`src/clt_pkg.sv`:
```
// ----------------------------------------------------------------------------
// clt_pkg
// Shared sizes, token codes, result record and keyword table of the lexer.
// ----------------------------------------------------------------------------
`default_nettype none

package clt_pkg;

  // Text buffer depth and the widths that follow from it.
  localparam int MAX_TEXT = 32;
  localparam int TEXT_AW  = (MAX_TEXT > 1) ? $clog2(MAX_TEXT) : 1;
  localparam int LEN_W    = $clog2(MAX_TEXT + 1);

  localparam int NUM_KW = 12;
  localparam int KW_MAX = 6;

  typedef logic [5:0] code_t;

  // Token codes.
  localparam code_t TOK_END    = 6'd0;
  localparam code_t TOK_IDENT  = 6'd10;
  localparam code_t TOK_INT    = 6'd20;
  localparam code_t TOK_ASSIGN = 6'd21;
  localparam code_t TOK_PLUS   = 6'd22;
  localparam code_t TOK_MINUS  = 6'd23;
  localparam code_t TOK_STAR   = 6'd24;
  localparam code_t TOK_SLASH  = 6'd25;
  localparam code_t TOK_LPAR   = 6'd26;
  localparam code_t TOK_RPAR   = 6'd27;
  localparam code_t TOK_LBRK   = 6'd28;
  localparam code_t TOK_RBRK   = 6'd29;
  localparam code_t TOK_LBRC   = 6'd30;
  localparam code_t TOK_RBRC   = 6'd31;
  localparam code_t TOK_COMMA  = 6'd32;
  localparam code_t TOK_COLON  = 6'd33;
  localparam code_t TOK_SEMI   = 6'd34;
  localparam code_t TOK_GT     = 6'd35;
  localparam code_t TOK_LT     = 6'd36;
  localparam code_t TOK_GE     = 6'd37;
  localparam code_t TOK_LE     = 6'd38;
  localparam code_t TOK_EQ     = 6'd39;
  localparam code_t TOK_NE     = 6'd40;
  localparam code_t TOK_STRING = 6'd50;
  localparam code_t TOK_ERROR  = 6'd51;

  // One result transaction.
  typedef struct packed {
    code_t       code;
    logic [30:0] value;
    logic [7:0]  text_char;
    logic [4:0]  text_index;
    logic        truncated;
    logic        last;
  } result_t;

  // Keyword spellings, zero padded; keyword n has code n + 1.
  localparam logic [7:0] KW_CHARS [NUM_KW][KW_MAX] = '{
    '{8'h6D, 8'h61, 8'h69, 8'h6E, 8'h00, 8'h00},  // main
    '{8'h69, 8'h6E, 8'h74, 8'h00, 8'h00, 8'h00},  // int
    '{8'h63, 8'h68, 8'h61, 8'h72, 8'h00, 8'h00},  // char
    '{8'h69, 8'h66, 8'h00, 8'h00, 8'h00, 8'h00},  // if
    '{8'h65, 8'h6C, 8'h73, 8'h65, 8'h00, 8'h00},  // else
    '{8'h66, 8'h6F, 8'h72, 8'h00, 8'h00, 8'h00},  // for
    '{8'h77, 8'h68, 8'h69, 8'h6C, 8'h65, 8'h00},  // while
    '{8'h72, 8'h65, 8'h74, 8'h75, 8'h72, 8'h6E},  // return
    '{8'h76, 8'h6F, 8'h69, 8'h64, 8'h00, 8'h00},  // void
    '{8'h53, 8'h54, 8'h52, 8'h49, 8'h4E, 8'h47},  // STRING
    '{8'h49, 8'h44, 8'h00, 8'h00, 8'h00, 8'h00},  // ID
    '{8'h49, 8'h4E, 8'h54, 8'h00, 8'h00, 8'h00}   // INT
  };

  localparam logic [2:0] KW_LEN [NUM_KW] = '{
    3'd4, 3'd3, 3'd4, 3'd2, 3'd4, 3'd3, 3'd5, 3'd6, 3'd4, 3'd6, 3'd2, 3'd3
  };

  // Character of keyword w at position pos, zero past its end.
  function automatic logic [7:0] kw_char(input logic [3:0] w,
                                         input logic [LEN_W-1:0] pos);
    logic [7:0] r;
    r = 8'h00;
    if (pos < LEN_W'(KW_MAX)) begin
      r = KW_CHARS[w][pos[2:0]];
    end
    return r;
  endfunction

endpackage

`default_nettype wire

```
`src/clt_text_mem.sv`:
```
// ----------------------------------------------------------------------------
// clt_text_mem
// Text buffer: one write port, one read port with registered read data.
// ----------------------------------------------------------------------------
`default_nettype none

module clt_text_mem (
  input  wire logic                       clk,
  input  wire logic                       we,
  input  wire logic [clt_pkg::TEXT_AW-1:0] waddr,
  input  wire logic [7:0]                 wdata,
  input  wire logic                       re,
  input  wire logic [clt_pkg::TEXT_AW-1:0] raddr,
  output logic      [7:0]                 rdata
);

  logic [7:0] mem [clt_pkg::MAX_TEXT];

  // Write port.
  always_ff @(posedge clk) begin
    if (we) begin
      mem[waddr] <= wdata;
    end
  end

  // Read port with registered read data; the data holds until the next read.
  always_ff @(posedge clk) begin
    if (re) begin
      rdata <= mem[raddr];
    end
  end

endmodule

`default_nettype wire

```
`src/clt_out_stage.sv`:
```
// ----------------------------------------------------------------------------
// clt_out_stage
// Output register of the result stream; frees the core while a result waits.
// ----------------------------------------------------------------------------
`default_nettype none

module clt_out_stage (
  input  wire logic             clk,
  input  wire logic             rst,
  input  wire logic             load,
  input  wire clt_pkg::result_t item,
  output logic                  free,
  output logic                  m_tvalid,
  input  wire logic             m_tready,
  output logic [47:0]           m_tdata,  // number_value, text_char, text_index, zero pad
  output logic [6:0]            m_tuser,  // token_code, truncated
  output logic                  m_tlast   // last
);

  clt_pkg::result_t held;

  // A new result may enter when the register is empty or being drained.
  assign free = !m_tvalid || m_tready;

  always_ff @(posedge clk) begin
    if (rst) begin
      m_tvalid <= 1'b0;
    end else if (load) begin
      m_tvalid <= 1'b1;
    end else if (m_tready) begin
      m_tvalid <= 1'b0;
    end
  end

  // Payload register needs no reset.
  always_ff @(posedge clk) begin
    if (load) begin
      held <= item;
    end
  end

  assign m_tdata = {4'b0000, held.text_index, held.text_char, held.value};
  assign m_tuser = {held.truncated, held.code};
  assign m_tlast = held.last;

endmodule

`default_nettype wire

```
`src/c_subset_lexer.sv`:
```
// ----------------------------------------------------------------------------
// c_subset_lexer
// Character-serial tokenizer for a small C subset.
// ----------------------------------------------------------------------------
// One character is taken per transaction while the sequencer is idle; a
// character that only extends a token leaves the sequencer idle. Each
// single-item token (operator, integer, end, error) then passes through
// S_PRE or S_POST into the output register, and each character of
// identifier or string text passes through S_RD, which reads the text
// buffer, and S_DAT, which loads the output register; both loads wait while
// the output register is full. A quote that directly follows an identifier
// is written to the text buffer only after that flush, in S_POST, which
// yields no result. The text buffer has registered read data; every write
// lands before the first read of a flush, so no forwarding is needed. The
// output register holds the last result while the next character is
// accepted.
// ----------------------------------------------------------------------------
`default_nettype none

module c_subset_lexer (
  input  wire logic        clk,
  input  wire logic        rst,
  input  wire logic        s_tvalid,
  output logic             s_tready,
  input  wire logic [7:0]  s_tdata,   // ch
  input  wire logic [0:0]  s_tuser,   // new_line
  output logic             m_tvalid,
  input  wire logic        m_tready,
  output logic [47:0]      m_tdata,   // number_value, text_char, text_index, zero pad
  output logic [6:0]       m_tuser,   // token_code, truncated
  output logic             m_tlast    // last
);

  localparam int LW = clt_pkg::LEN_W;
  localparam int AW = clt_pkg::TEXT_AW;

  // Pending token kinds.
  localparam logic [2:0] K_IDLE  = 3'd0;
  localparam logic [2:0] K_NUM   = 3'd1;
  localparam logic [2:0] K_IDENT = 3'd2;
  localparam logic [2:0] K_STR   = 3'd3;
  localparam logic [2:0] K_EQ    = 3'd4;
  localparam logic [2:0] K_GT    = 3'd5;
  localparam logic [2:0] K_LT    = 3'd6;
  localparam logic [2:0] K_BANG  = 3'd7;

  // Sequencer states.
  localparam logic [2:0] S_IDLE = 3'd0;
  localparam logic [2:0] S_PRE  = 3'd1;
  localparam logic [2:0] S_RD   = 3'd2;
  localparam logic [2:0] S_DAT  = 3'd3;
  localparam logic [2:0] S_POST = 3'd4;

  // Characters with a meaning of their own.
  localparam logic [7:0] CH_SPACE = 8'h20;
  localparam logic [7:0] CH_QUOTE = 8'h22;
  localparam logic [7:0] CH_HASH  = 8'h23;
  localparam logic [7:0] CH_EQ    = 8'h3D;
  localparam logic [7:0] CH_GT    = 8'h3E;
  localparam logic [7:0] CH_LT    = 8'h3C;
  localparam logic [7:0] CH_BANG  = 8'h21;

  // Token state.
  logic [2:0]                  state, state_next;
  logic [2:0]                  kind, kind_next;
  logic [LW-1:0]               len, len_next;
  logic                        ovf, ovf_next;
  logic [30:0]                 acc, acc_next;
  logic                        halted, halted_next;
  logic [clt_pkg::NUM_KW-1:0]  match, match_next;

  // Emission plan of the accepted character.
  clt_pkg::code_t pre_code, pre_code_next;
  logic [30:0]    pre_value, pre_value_next;
  clt_pkg::code_t f_code, f_code_next;
  logic [LW-1:0]  f_len, f_len_next;
  logic           f_ovf, f_ovf_next;
  logic           post_en, post_en_next;
  clt_pkg::code_t post_code, post_code_next;
  logic           post_wr, post_wr_next;
  logic [7:0]     post_char;
  logic [LW-1:0]  fidx, fidx_next;

  logic           pre_en, flush_en, start_go, wr_now;
  logic [AW-1:0]  wr_addr_now;

  // Effective state once new_line has been applied.
  logic [2:0]                 e_kind;
  logic [LW-1:0]              e_len;
  logic                       e_ovf, e_halt, room;
  logic [30:0]                e_acc;
  logic [clt_pkg::NUM_KW-1:0] e_match;
  clt_pkg::code_t             id_code;
  logic [34:0]                acc_sum;
  logic                       is_digit, is_alpha;

  logic             fire;
  logic [7:0]       ch;
  logic             new_line;
  logic             load, free;
  clt_pkg::result_t item;
  logic             mem_we, mem_re;
  logic [AW-1:0]    mem_waddr;
  logic [7:0]       mem_wdata, mem_rdata;
  logic             text_last;

  assign ch       = s_tdata;
  assign new_line = s_tuser[0];
  assign s_tready = (state == S_IDLE);
  assign fire     = s_tvalid && s_tready;

  // Apply new_line, classify the character, and pick the identifier code.
  always_comb begin
    e_kind  = new_line ? K_IDLE : kind;
    e_len   = new_line ? '0 : len;
    e_ovf   = new_line ? 1'b0 : ovf;
    e_acc   = new_line ? '0 : acc;
    e_halt  = new_line ? 1'b0 : halted;
    e_match = new_line ? '1 : match;
    room    = e_len < LW'(clt_pkg::MAX_TEXT);
    is_digit = (ch >= 8'h30) && (ch <= 8'h39);
    is_alpha = ((ch >= 8'h61) && (ch <= 8'h7A)) || ((ch >= 8'h41) && (ch <= 8'h5A));
    acc_sum = 35'({e_acc, 3'b000}) + 35'({e_acc, 1'b0}) + 35'(ch[3:0]);
    id_code = clt_pkg::TOK_IDENT;
    if (!e_ovf) begin
      for (int w = 0; w < clt_pkg::NUM_KW; w++) begin
        if (e_match[w] && (e_len == LW'(clt_pkg::KW_LEN[w]))) begin
          id_code = clt_pkg::code_t'(w + 1);
        end
      end
    end
  end

  // Decide the state update and the tokens caused by the character.
  always_comb begin
    kind_next      = e_kind;
    len_next       = e_len;
    ovf_next       = e_ovf;
    acc_next       = e_acc;
    halted_next    = e_halt;
    match_next     = e_match;
    pre_en         = 1'b0;
    pre_code_next  = clt_pkg::TOK_END;
    pre_value_next = '0;
    flush_en       = 1'b0;
    f_code_next    = clt_pkg::TOK_STRING;
    f_len_next     = e_len;
    f_ovf_next     = e_ovf;
    post_en_next   = 1'b0;
    post_code_next = clt_pkg::TOK_END;
    post_wr_next   = 1'b0;
    wr_now         = 1'b0;
    wr_addr_now    = e_len[AW-1:0];
    start_go       = 1'b0;

    if (!e_halt) begin
      unique case (e_kind)
        K_NUM: begin
          if (is_digit) begin
            acc_next = (acc_sum > 35'h7FFF_FFFF) ? 31'h7FFF_FFFF : acc_sum[30:0];
          end else begin
            pre_en         = 1'b1;
            pre_code_next  = clt_pkg::TOK_INT;
            pre_value_next = e_acc;
            start_go       = 1'b1;
          end
        end
        K_IDENT: begin
          if (is_digit || is_alpha) begin
            if (room) begin
              wr_now   = 1'b1;
              len_next = e_len + 1'b1;
              for (int w = 0; w < clt_pkg::NUM_KW; w++) begin
                match_next[w] = e_match[w] && (clt_pkg::kw_char(4'(w), e_len) == ch);
              end
            end else begin
              ovf_next = 1'b1;
            end
          end else begin
            flush_en    = 1'b1;
            f_code_next = id_code;
            start_go    = 1'b1;
          end
        end
        K_STR: begin
          if (ch == CH_HASH) begin
            pre_en        = 1'b1;
            pre_code_next = clt_pkg::TOK_ERROR;
            halted_next   = 1'b1;
            kind_next     = K_IDLE;
            len_next      = '0;
            ovf_next      = 1'b0;
          end else begin
            // The character is text, the closing quote included.
            if (room) begin
              wr_now   = 1'b1;
              len_next = e_len + 1'b1;
            end else begin
              ovf_next = 1'b1;
            end
            if (ch == CH_QUOTE) begin
              flush_en   = 1'b1;
              f_len_next = room ? e_len + 1'b1 : e_len;
              f_ovf_next = e_ovf || !room;
              kind_next  = K_IDLE;
              len_next   = '0;
              ovf_next   = 1'b0;
            end
          end
        end
        K_EQ, K_GT, K_LT: begin
          pre_en = 1'b1;
          if (ch == CH_EQ) begin
            pre_code_next = (e_kind == K_EQ) ? clt_pkg::TOK_EQ :
                            (e_kind == K_GT) ? clt_pkg::TOK_GE : clt_pkg::TOK_LE;
            kind_next     = K_IDLE;
          end else begin
            pre_code_next = (e_kind == K_EQ) ? clt_pkg::TOK_ASSIGN :
                            (e_kind == K_GT) ? clt_pkg::TOK_GT : clt_pkg::TOK_LT;
            start_go      = 1'b1;
          end
        end
        K_BANG: begin
          pre_en    = 1'b1;
          kind_next = K_IDLE;
          if (ch == CH_EQ) begin
            pre_code_next = clt_pkg::TOK_NE;
          end else begin
            // A lone bang swallows the character after it.
            pre_code_next = clt_pkg::TOK_ERROR;
            halted_next   = 1'b1;
          end
        end
        default: begin
          start_go = 1'b1;
        end
      endcase
    end

    // Start a new token from a cleared state.
    if (start_go) begin
      kind_next   = K_IDLE;
      len_next    = '0;
      ovf_next    = 1'b0;
      acc_next    = '0;
      match_next  = '1;
      wr_addr_now = '0;
      post_en_next = 1'b1;
      unique case (ch)
        CH_SPACE: post_en_next = 1'b0;
        CH_EQ: begin
          post_en_next = 1'b0;
          kind_next    = K_EQ;
        end
        CH_GT: begin
          post_en_next = 1'b0;
          kind_next    = K_GT;
        end
        CH_LT: begin
          post_en_next = 1'b0;
          kind_next    = K_LT;
        end
        CH_BANG: begin
          post_en_next = 1'b0;
          kind_next    = K_BANG;
        end
        CH_QUOTE: begin
          // After a flush the buffer is still being read, so the write waits.
          post_en_next = 1'b0;
          kind_next    = K_STR;
          len_next     = LW'(1);
          wr_now       = !flush_en;
          post_wr_next = flush_en;
        end
        8'h2B: post_code_next = clt_pkg::TOK_PLUS;
        8'h2D: post_code_next = clt_pkg::TOK_MINUS;
        8'h2A: post_code_next = clt_pkg::TOK_STAR;
        8'h2F: post_code_next = clt_pkg::TOK_SLASH;
        8'h28: post_code_next = clt_pkg::TOK_LPAR;
        8'h29: post_code_next = clt_pkg::TOK_RPAR;
        8'h5B: post_code_next = clt_pkg::TOK_LBRK;
        8'h5D: post_code_next = clt_pkg::TOK_RBRK;
        8'h7B: post_code_next = clt_pkg::TOK_LBRC;
        8'h7D: post_code_next = clt_pkg::TOK_RBRC;
        8'h2C: post_code_next = clt_pkg::TOK_COMMA;
        8'h3A: post_code_next = clt_pkg::TOK_COLON;
        8'h3B: post_code_next = clt_pkg::TOK_SEMI;
        CH_HASH: begin
          post_code_next = clt_pkg::TOK_END;
          halted_next    = 1'b1;
        end
        default: begin
          if (is_digit) begin
            post_en_next = 1'b0;
            kind_next    = K_NUM;
            acc_next     = 31'(ch[3:0]);
          end else if (is_alpha) begin
            post_en_next = 1'b0;
            kind_next    = K_IDENT;
            len_next     = LW'(1);
            wr_now       = !flush_en;
            post_wr_next = flush_en;
            for (int w = 0; w < clt_pkg::NUM_KW; w++) begin
              match_next[w] = (clt_pkg::kw_char(4'(w), '0) == ch);
            end
          end else begin
            post_code_next = clt_pkg::TOK_ERROR;
            halted_next    = 1'b1;
          end
        end
      endcase
    end
  end

  // Token state and plan registers, updated when a character is taken.
  always_ff @(posedge clk) begin
    if (rst) begin
      kind   <= K_IDLE;
      len    <= '0;
      ovf    <= 1'b0;
      acc    <= '0;
      halted <= 1'b0;
      match  <= '1;
    end else if (fire) begin
      kind   <= kind_next;
      len    <= len_next;
      ovf    <= ovf_next;
      acc    <= acc_next;
      halted <= halted_next;
      match  <= match_next;
    end
  end

  always_ff @(posedge clk) begin
    if (fire) begin
      pre_code  <= pre_code_next;
      pre_value <= pre_value_next;
      f_code    <= f_code_next;
      f_len     <= f_len_next;
      f_ovf     <= f_ovf_next;
      post_code <= post_code_next;
      post_char <= ch;
    end
  end

  // Sequencer that moves the planned tokens into the output register.
  assign text_last = (LW'(fidx + 1'b1) == f_len);

  always_comb begin
    state_next = state;
    fidx_next  = fidx;
    load       = 1'b0;
    mem_re     = 1'b0;
    item       = '0;
    item.last  = 1'b1;
    unique case (state)
      S_IDLE: begin
        fidx_next = '0;
        if (fire) begin
          if (pre_en) begin
            state_next = S_PRE;
          end else if (flush_en) begin
            state_next = S_RD;
          end else if (post_en_next || post_wr_next) begin
            state_next = S_POST;
          end
        end
      end
      S_PRE: begin
        item.code  = pre_code;
        item.value = pre_value;
        if (free) begin
          load       = 1'b1;
          state_next = post_en ? S_POST : S_IDLE;
        end
      end
      S_RD: begin
        mem_re     = 1'b1;
        state_next = S_DAT;
      end
      S_DAT: begin
        item.code       = f_code;
        item.text_char  = mem_rdata;
        item.text_index = 5'(fidx);
        item.truncated  = f_ovf;
        item.last       = text_last;
        if (free) begin
          load      = 1'b1;
          fidx_next = fidx + 1'b1;
          if (text_last) begin
            state_next = (post_en || post_wr) ? S_POST : S_IDLE;
          end else begin
            state_next = S_RD;
          end
        end
      end
      S_POST: begin
        item.code = post_code;
        if (!post_en) begin
          state_next = S_IDLE;
        end else if (free) begin
          load       = 1'b1;
          state_next = S_IDLE;
        end
      end
      default: begin
        state_next = S_IDLE;
      end
    endcase
  end

  always_ff @(posedge clk) begin
    if (rst) begin
      state   <= S_IDLE;
      post_en <= 1'b0;
      post_wr <= 1'b0;
    end else begin
      state <= state_next;
      if (fire) begin
        post_en <= post_en_next;
        post_wr <= post_wr_next;
      end
    end
  end

  always_ff @(posedge clk) begin
    fidx <= fidx_next;
  end

  // Buffer writes: appends at acceptance, the held first character after a flush.
  assign mem_we    = (fire && wr_now) || ((state == S_POST) && post_wr);
  assign mem_waddr = (state == S_POST) ? '0 : wr_addr_now;
  assign mem_wdata = (state == S_POST) ? post_char : ch;

  clt_text_mem u_mem (
    .clk   (clk),
    .we    (mem_we),
    .waddr (mem_waddr),
    .wdata (mem_wdata),
    .re    (mem_re),
    .raddr (fidx[AW-1:0]),
    .rdata (mem_rdata)
  );

  clt_out_stage u_out (
    .clk      (clk),
    .rst      (rst),
    .load     (load),
    .item     (item),
    .free     (free),
    .m_tvalid (m_tvalid),
    .m_tready (m_tready),
    .m_tdata  (m_tdata),
    .m_tuser  (m_tuser),
    .m_tlast  (m_tlast)
  );

endmodule

`default_nettype wire

```
`config.mk`:
```
export PLATFORM = sky130hd
export DESIGN_NAME = c_subset_lexer
export DESIGN_NICKNAME = d
export VERILOG_FILES = /design/src/clt_pkg.sv /design/src/clt_text_mem.sv /design/src/clt_out_stage.sv /design/src/c_subset_lexer.sv
export SDC_FILE = /design/constraint.sdc
export NUM_CORES = 1
export LEC_CHECK = 0
export ABC_AREA = 1
export ABC_CLOCK_PERIOD_IN_PS = 5100
export BUFFER_PORTS_ARGS = -buffer_cell sky130_fd_sc_hd__buf_2
export CAP_MARGIN = 0
export CORE_ASPECT_RATIO = 0.5
export CORE_MARGIN = 1.5
export CORE_UTILIZATION = 65
export CTS_BUF_LIST = sky130_fd_sc_hd__clkbuf_4
export DETAILED_ROUTE_END_ITERATION = 10
export PLACE_DENSITY = 0.83
export SETUP_SLACK_MARGIN = 0.5
export SYNTH_ARGS = -nofsm -noshare
export SYNTH_HDL_FRONTEND = slang
export SYNTH_SLANG_ARGS = --single-unit
export TNS_END_PERCENT = 10
```
`constraint.sdc`:
```
create_clock -name clk -period 5.1 [get_ports clk]
set_clock_uncertainty 0.2 [all_clocks]
set_input_delay 0 -clock clk [delete_from_list [all_inputs] [get_ports clk]]
set_output_delay 0 -clock clk [all_outputs]
set_load 0.02 [all_outputs]
```
After elaboration in Yosys (flattened, before gate mapping)
Memory sizes are Yosys's and may differ from the RTL's. A register that Yosys moved wholly into a read port is not among the register bits. Cells that the tools add are included.

Bits in read-only memories: 768. Memory bits (writable): 256. Flip-flop bits (word level): 182. Output and inout port bits: 58. Memories: 13.

Multiplexer cells: 265. $add $sub $neg: 4. Magnitude comparators: 10. Equal/unequal tests: 64. Reductions and logical operators: 60. Bitwise logic cells: 3.

Memory list: u_mem.mem (words 32, width 8, read ports 1, clocked after Yosys merged registers in 1, write ports 1, RTL line clt_text_mem.sv:17) `logic [7:0] mem [clt_pkg::MAX_TEXT];`; (name not given) (words 8, width 8, read ports 1, clocked after Yosys merged registers in 0, write ports 0, RTL line clt_pkg.sv:82) `r = KW_CHARS[w][pos[2:0]];`; (name not given) (words 8, width 8, read ports 1, clocked after Yosys merged registers in 0, write ports 0, RTL line clt_pkg.sv:82); (name not given) (words 8, width 8, read ports 1, clocked after Yosys merged registers in 0, write ports 0, RTL line clt_pkg.sv:82); (name not given) (words 8, width 8, read ports 1, clocked after Yosys merged registers in 0, write ports 0, RTL line clt_pkg.sv:82); (name not given) (words 8, width 8, read ports 1, clocked after Yosys merged registers in 0, write ports 0, RTL line clt_pkg.sv:82); 7 more memories.

Operators by type and width (count): $mux 8 (125); $mux 31 (6); $eq 8x8->1 (22); $mux 6 (29); $eq 8x6->1 const B (16); $mux 12 (9); $pmux 6 s14 (1); $mux 3 (18); $mux 1 (47); $reduce_or 19->1 (2); $add 34x32->35 (1); $add 35x4->35 (1); $gt 35x31->1 const B (1); $eq 8x7->1 const B (4); $logic_and 1x1->1 (30); $pmux 6 s2 (2); $pmux 6 s4 (1); $mux 5 (4); $pmux 1 s2 (10); $reduce_or 20->1 (1); $eq 6x3->1 const B (3); $pmux 3 s6 (1); $pmux 6 s3 (1); $ge 8x7->1 const B (2); other kinds (38) (69).

Logic depth before layout (Yosys ltp)
Depth after elaboration: 17. Depth in mapped cells: 26.

Modules after synthesis
Synthesis repeated with hierarchy kept, for this count alone.

Cells, all modules: 2786. Area, all modules: 23966.7 um^2.

By module, submodules not included: c_subset_lexer (instances 1, seq. area each 3253.1 um^2, area each 11462.2 um^2, cells each 1802); clt_text_mem (instances 1, seq. area each 7927.6 um^2, area each 10866.7 um^2, cells each 922); clt_out_stage (instances 1, seq. area each 1581.5 um^2, area each 1637.8 um^2, cells each 62).

Least setup slack after synthesis
No wires, ideal clock.

Kind: reg-to-reg. Start point: reg state[2]. End point: reg post_en. Arrival time: 3.662 ns. Cell stages (with the launch flop): 9. Setup slack: 1.141 ns. Data required time: 4.803 ns. Period minus slack after synthesis: 3.959 ns. Path buffers: 1. Setup time: 0.097 ns. Path through: dfxtp_1 -> nor2_1 -> inv_1 -> nor2_1 -> nand2_1 -> clkinv_1 -> clkbuf_1 -> o21ai_0 -> a21oi_1.

Word-level cells in the longest chain between the ends: 2.

RTL lines: from (decl) (RTL line c_subset_lexer.sv:64) `logic [2:0] state, state_next;`; from (signal assigned) (RTL line c_subset_lexer.sv:418) `state <= state_next;`; $logic_not 3->1 (RTL line c_subset_lexer.sv:109) `assign s_tready = (state == S_IDLE);`; net s_tready (RTL line c_subset_lexer.sv:24) `output logic s_tready,`; $logic_and 1x1->1 (RTL line c_subset_lexer.sv:110) `assign fire = s_tvalid && s_tready;`; net fire (RTL line c_subset_lexer.sv:97) `logic fire;`; to (signal assigned) (RTL line c_subset_lexer.sv:420) `post_en <= post_en_next;`; to (decl) (RTL line c_subset_lexer.sv:78) `logic post_en, post_en_next;`.

The timed path passes the listed nets, and every way through them passes these cells. A chain may end at the register's enable or synchronous reset.

Final worst setup path
Start point: reg acc[10]. End point: reg acc[0].

Word-level cells in the longest chain between the ends: 9.

RTL lines: from (decl) (RTL line c_subset_lexer.sv:68) `logic [30:0] acc, acc_next;`; from (signal assigned) (RTL line c_subset_lexer.sv:328) `acc <= acc_next;`; $mux 31 (RTL line c_subset_lexer.sv:117) `e_acc = new_line ? '0 : acc;`; net e_acc[10] (RTL line c_subset_lexer.sv:91) `logic [30:0] e_acc;`; $add 34x32->35 (RTL line c_subset_lexer.sv:123) `acc_sum = 35'({e_acc, 3'b000}) + 35'({e_acc, 1'b0}) + 35'(ch[3:0]);`; $add 35x4->35 (RTL line c_subset_lexer.sv:123); $gt 35x31->1 (RTL line c_subset_lexer.sv:160) `acc_next = (acc_sum > 35'h7FFF_FFFF) ? 31'h7FFF_FFFF : acc_sum[30:0];`; $mux 31 (RTL line c_subset_lexer.sv:160); $mux 31 (RTL line c_subset_lexer.sv:159) `if (is_digit) begin`; $mux 31 (RTL line c_subset_lexer.sv:157) `unique case (e_kind)`; $mux 31 (RTL line c_subset_lexer.sv:156) `if (!e_halt) begin`; $mux 31 (RTL line c_subset_lexer.sv:241) `if (start_go) begin`.

The timed path passes the listed nets, and every way through them passes these cells.

==> impl.org <==
** Clock tree
- Clock tree from TritonCTS :: done
- In this run the number of H-tree levels came out at 3.
- Setup Fix Bufs, Post-CTS :: 0
- CTS Sinks :: around 450
- CTS Root Cell :: sky130_fd_sc_hd__clkbuf_4
- Clock-pin slew was measured on the worst setup and hold paths at ~80 ps.
- Clock insertion delay at the later pin of the skew report :: about 850 ps
- Max Buffers Root-to-Sink :: 3
- Buffers inserted during clock tree synthesis total 96.

** Drt
- DRT iter0 DRCs :: 2614
- Final routed wire length divided by cell count :: ~19 um
- Detailed routing inserted a total of 19899 vias.
- The detail route stage leaves a number of antenna-violating nets equal to 0.
- After detailed routing, the total wire length is roughly 64 mm.
- In the routed design, unresolved DRC markers number 0.
- Vias per cell :: between 5 and 6
- TritonRoute pass-1 iters :: 8

** Min path
- The tightest min-delay check is of the input port to flop type.

** Placement
- Count of buffers inserted at the top-level ports :: 66
- Half-perimeter wire length after detailed placement :: about 43 mm
- DP Area :: about 24000 um^2
- At the end of routability-driven placement, the weighted congestion stood at approximately 1.

** Run
- Max-Cap Viols :: 0

** Global routing
- Largest net degree at the start of global routing :: 130
- The number of global-route vias before repair came to between 15000 and 20000.
- Initial antenna violation count :: 2
- The first global-routing pass estimated just under 100 mm of wire.
- Total congestion overflow :: 0
- Global routing consumed, over all layers together, 33.91% of the routing resources.

** Floorplanning
- The floorplan step set the die height to between 100 and 150 um.
- Die span in x :: ~270 um
- about 70 I/O pins were placed.
- The core region is roughly 36000 um^2.
- Number of rows in the core area :: between 40 and 50
- Area of the die :: between 30000 and 40000 um^2
- Effective utilization at floorplan :: between 60% and 70%

** STA
- Setup repair after global routing missed its margin :: no
- Timing would allow up to 233.7 MHz.
- Transition time of the tightest slew-check pin :: ~1100 ps
- Period utilization :: between 80% and 90%
- The clock period could shrink to approximately 4300 ps.
- Final number of hold-violating endpoints :: 0
- The final max-slew violation count was 0.
- Setup violations remaining at the end of the flow were counted as 0.
- Max transition margin :: between 20 and 30%
- Final total negative setup slack :: 0 ps

** Final layout
- After routing the design area is about 26000 um^2.
- Compared with the post-synthesis result, the final layout area differs by 9.253%.
- The post-route netlist has 11.49% of its cells at a drive strength greater than 1.
- The filler cells instantiated in the layout total between 2000 and 3000.
- Summing all flip-flop and latch instances after layout gives roughly 13000 um^2.
- Area of the multi-input gates :: ~9300 um^2
- The final layout contains between 2000 and 3000 nets.

** Power
- Switching power share of the total :: roughly 37%
- The analysis attributes to cell leakage a power of between 0.01 and 0.015 uW.
- Internal power comes to approximately 7100 uW.
- Sequential power share :: a little over two fifths
- VDD sags by at most between 0.3 and 0.4 mV.
- Switching Power :: approximately 4200 uW
- Combinational group share of total power :: between 30% and 40%
- The share of total power dissipated in the clock network is around 25%.
- Power spread over the standard cell area amounts to around 440 nW/um^2.

** Logic synthesis
- The synthesized design devotes to its leading area cell type between 40% and 50% of total area.
- The synthesized design contains roughly 450 register bits.
- Mapped Cells :: 2689
- Fraction of synthesized area in multiplexers :: less than 1%
- Netlist area before placement :: 23660 um^2
- Summing the areas of all fa, ha and maj instances in the mapped netlist gives 3.786% of the synthesized area.
- After Yosys synthesis, XOR and XNOR cells account for under 10% of the synthesized area.
- Number of flops mapped to enable cells by yosys :: ~390
- Summing the areas of all compound-gate instances in the mapped netlist gives 11.89% of the synthesized area.
- Sorting the synthesized cells by how often they occur yields sky130_fd_sc_hd__nand2_1, sky130_fd_sc_hd__nor2_1, sky130_fd_sc_hd__edfxtp_1, sky130_fd_sc_hd__inv_1, sky130_fd_sc_hd__o21ai_0.
- The synthesized netlist contains 59 unique library cells.
- Most used DFF post-synth :: sky130_fd_sc_hd__edfxtp_1
- Each instance of the synthesized netlist takes up on average roughly 8.8 um^2.
- Top cells by area in the synthesized netlist :: sky130_fd_sc_hd__edfxtp_1, sky130_fd_sc_hd__nand2_1, sky130_fd_sc_hd__nor2_1, sky130_fd_sc_hd__dfxtp_1, sky130_fd_sc_hd__o21ai_0
- Simple-gate area share of the yosys netlist :: 21.46%
- Area leader, netlist :: sky130_fd_sc_hd__edfxtp_1
- Dominant combinational cell family by area after synthesis :: simple AND/OR/NAND/NOR gates
- Synth Warn # :: 0
- Most used standard cell by instance count after synthesis :: sky130_fd_sc_hd__nand2_1
- After synthesis, flip-flops and latches occupy about 54% of the total area.
- Share of synthesized flip-flops with an asynchronous set or reset :: 0%

** Worst setup path
- Cell depth of the worst flop-to-flop path :: 19
- Across all register-to-register paths, the minimum setup slack is roughly 820 ps.
- In this design, the critical path's most frequently occurring cell is sky130_fd_sc_hd__nand2_1.
- Kind of end point of the critical path :: flop
- The slowest stage of the critical path belongs to the cell sky130_fd_sc_hd__dlygate4sd3_1.
- Max Fanout on Critical Path :: 24
- Largest stage delay on the critical path :: approximately 560 ps
- Reg2Reg Capture Point :: acc[0]
- Data arrives at the worst endpoint at around 4800 ps.
- Tracing the worst setup path back leads to its startpoint at acc[10].
- STA classifies the critical path startpoint as a flop.
- The worst setup path is of the flop to flop kind.
- Worst reg2reg path startpoint :: acc[10]
- Data on the critical path is required at its endpoint by 5590 ps.
- End point of the critical path :: acc[0]
- List of cells traversed by the critical path :: inv_1 -> nor2_1 -> ha_1 -> ha_1 -> nand2_1 -> nor2_1 -> and2_1 -> nand2_1 -> nand2_1 -> nand2_1 -> nand3_1 -> nand2_1 -> nor2_1 -> buf_4 -> and2_2 -> nand3_1 -> nand2_1 -> a21oi_1 -> dlygate4sd3_1

** Status
- Outcome :: finished, final reports clean
[cells in the final DEF, fill, tap and decap left out, drive strengths merged, types with 22 or more instances in the layout]
cell type and instances:
a21oi 147, buf 100, clkbuf 141, clkinv 26, dfxtp 60, dlygate4sd3 22, edfxtp 385, ha 70
inv 275, nand2 547, nand3 109, nor2 458, nor3 51, o21ai 234, o22ai 76, xor2 35
[how the worst min path moves through the flow]
stage / from / endpoint / slack, ps / depth (start not counted)
6_report: s_tvalid / state[0] / 80 / 6
5_1_grt: s_tvalid / state[2] / 50 / 6
4_1_cts: s_tvalid / state[0] / 10 / 6
3_5_place_dp: s_tdata[7] / post_char[7] / 90 / 1
3_3_place_gp: s_tdata[7] / post_char[7] / 90 / 1
2_1_floorplan: s_tdata[0] / post_char[0] / -100 / 0
[timing repair]
item	CTS	global route
hold buffers	22	0
endpoints found under the setup margin	0	1
resized for setup	0	1
endpoints found under the hold margin	516	0
[metal layers]
metal  global-route usage, %  share of wire (%)  up-vias
met1                   42.41                 38     9139
met3                   6.475                9.6      251
met5                       0              0.019        -
met2                   56.94                 47     1201
met4                   17.87                5.0        2
li1                        -                  -     9306
[registers in the layout, summed over array words and instances, names as in the netlist, 3 cells and up]
register	count
u_out.m_tuser	7
state	3
fidx	6
u_out.m_tdata	44
post_char	8
len	6
post_code	6
pre_code	6
u_mem.mem	256
f_code	5
kind	3
u_mem.rdata	8
f_len	6
match	12
pre_value	31
acc	31
[cells by family after synthesis]
family | after synthesis
XOR/XNOR | 54
AO/OA/AOI/OAI | 514
flip-flops | 445
AND/OR/NAND/NOR | 1197
buffers and inverters | 406
adder cells (fa/ha/maj) | 71
other | 1
multiplexers | 1
[power by group through the flow]
stage	combinational [uW]	clock, uW	sequential (uW)
5_1_grt	3880	3010	4960
4_1_cts	3530	2840	4920
2_1_floorplan	2110	0	5140
3_3_place_gp	3400	0	4980
6_report	3600	2830	4920
3_5_place_dp	3480	0	5000
[final cells by class]
cell class              count  share of cell area [%]
repair buffers            122                   3.214
clock inverters            24                  0.7744
well taps                 484                   2.342
flip-flops and latches    445                   49.37
multi-input cells        1841                   36.10
diodes                      1                0.009680
inverters                 281                   4.099
clock buffers             141                   4.094
[worst max-delay path: cells and delay by family (launching register included)]
kind,cells,cell delay (ps)
AND/OR/NAND/NOR,13,1940
buffers and inverters,3,970
adder cells (fa/ha/maj),2,650
flip-flops,1,340
AO/OA/AOI/OAI,1,60
[metrics by stage]
step / hold slack, ps / setup slack [ps] / total power, uW / instances / utilization, %
6_report: 79.12 / 821.7 / 11350 / 3339 / 72.08
5_1_grt: 47.08 / 504.8 / 11850 / 3339 / 72.08
4_1_cts: 12.71 / 810.4 / 11290 / 3338 / 72.07
3_5_place_dp: 89.31 / 1065 / 8480 / 3151 / 67.95
3_3_place_gp: 86.26 / 1086 / 8380 / 3151 / 67.95
2_1_floorplan: -101.1 / 1141 / 7258 / 2692 / -
(Power assumes the default switching activity.)
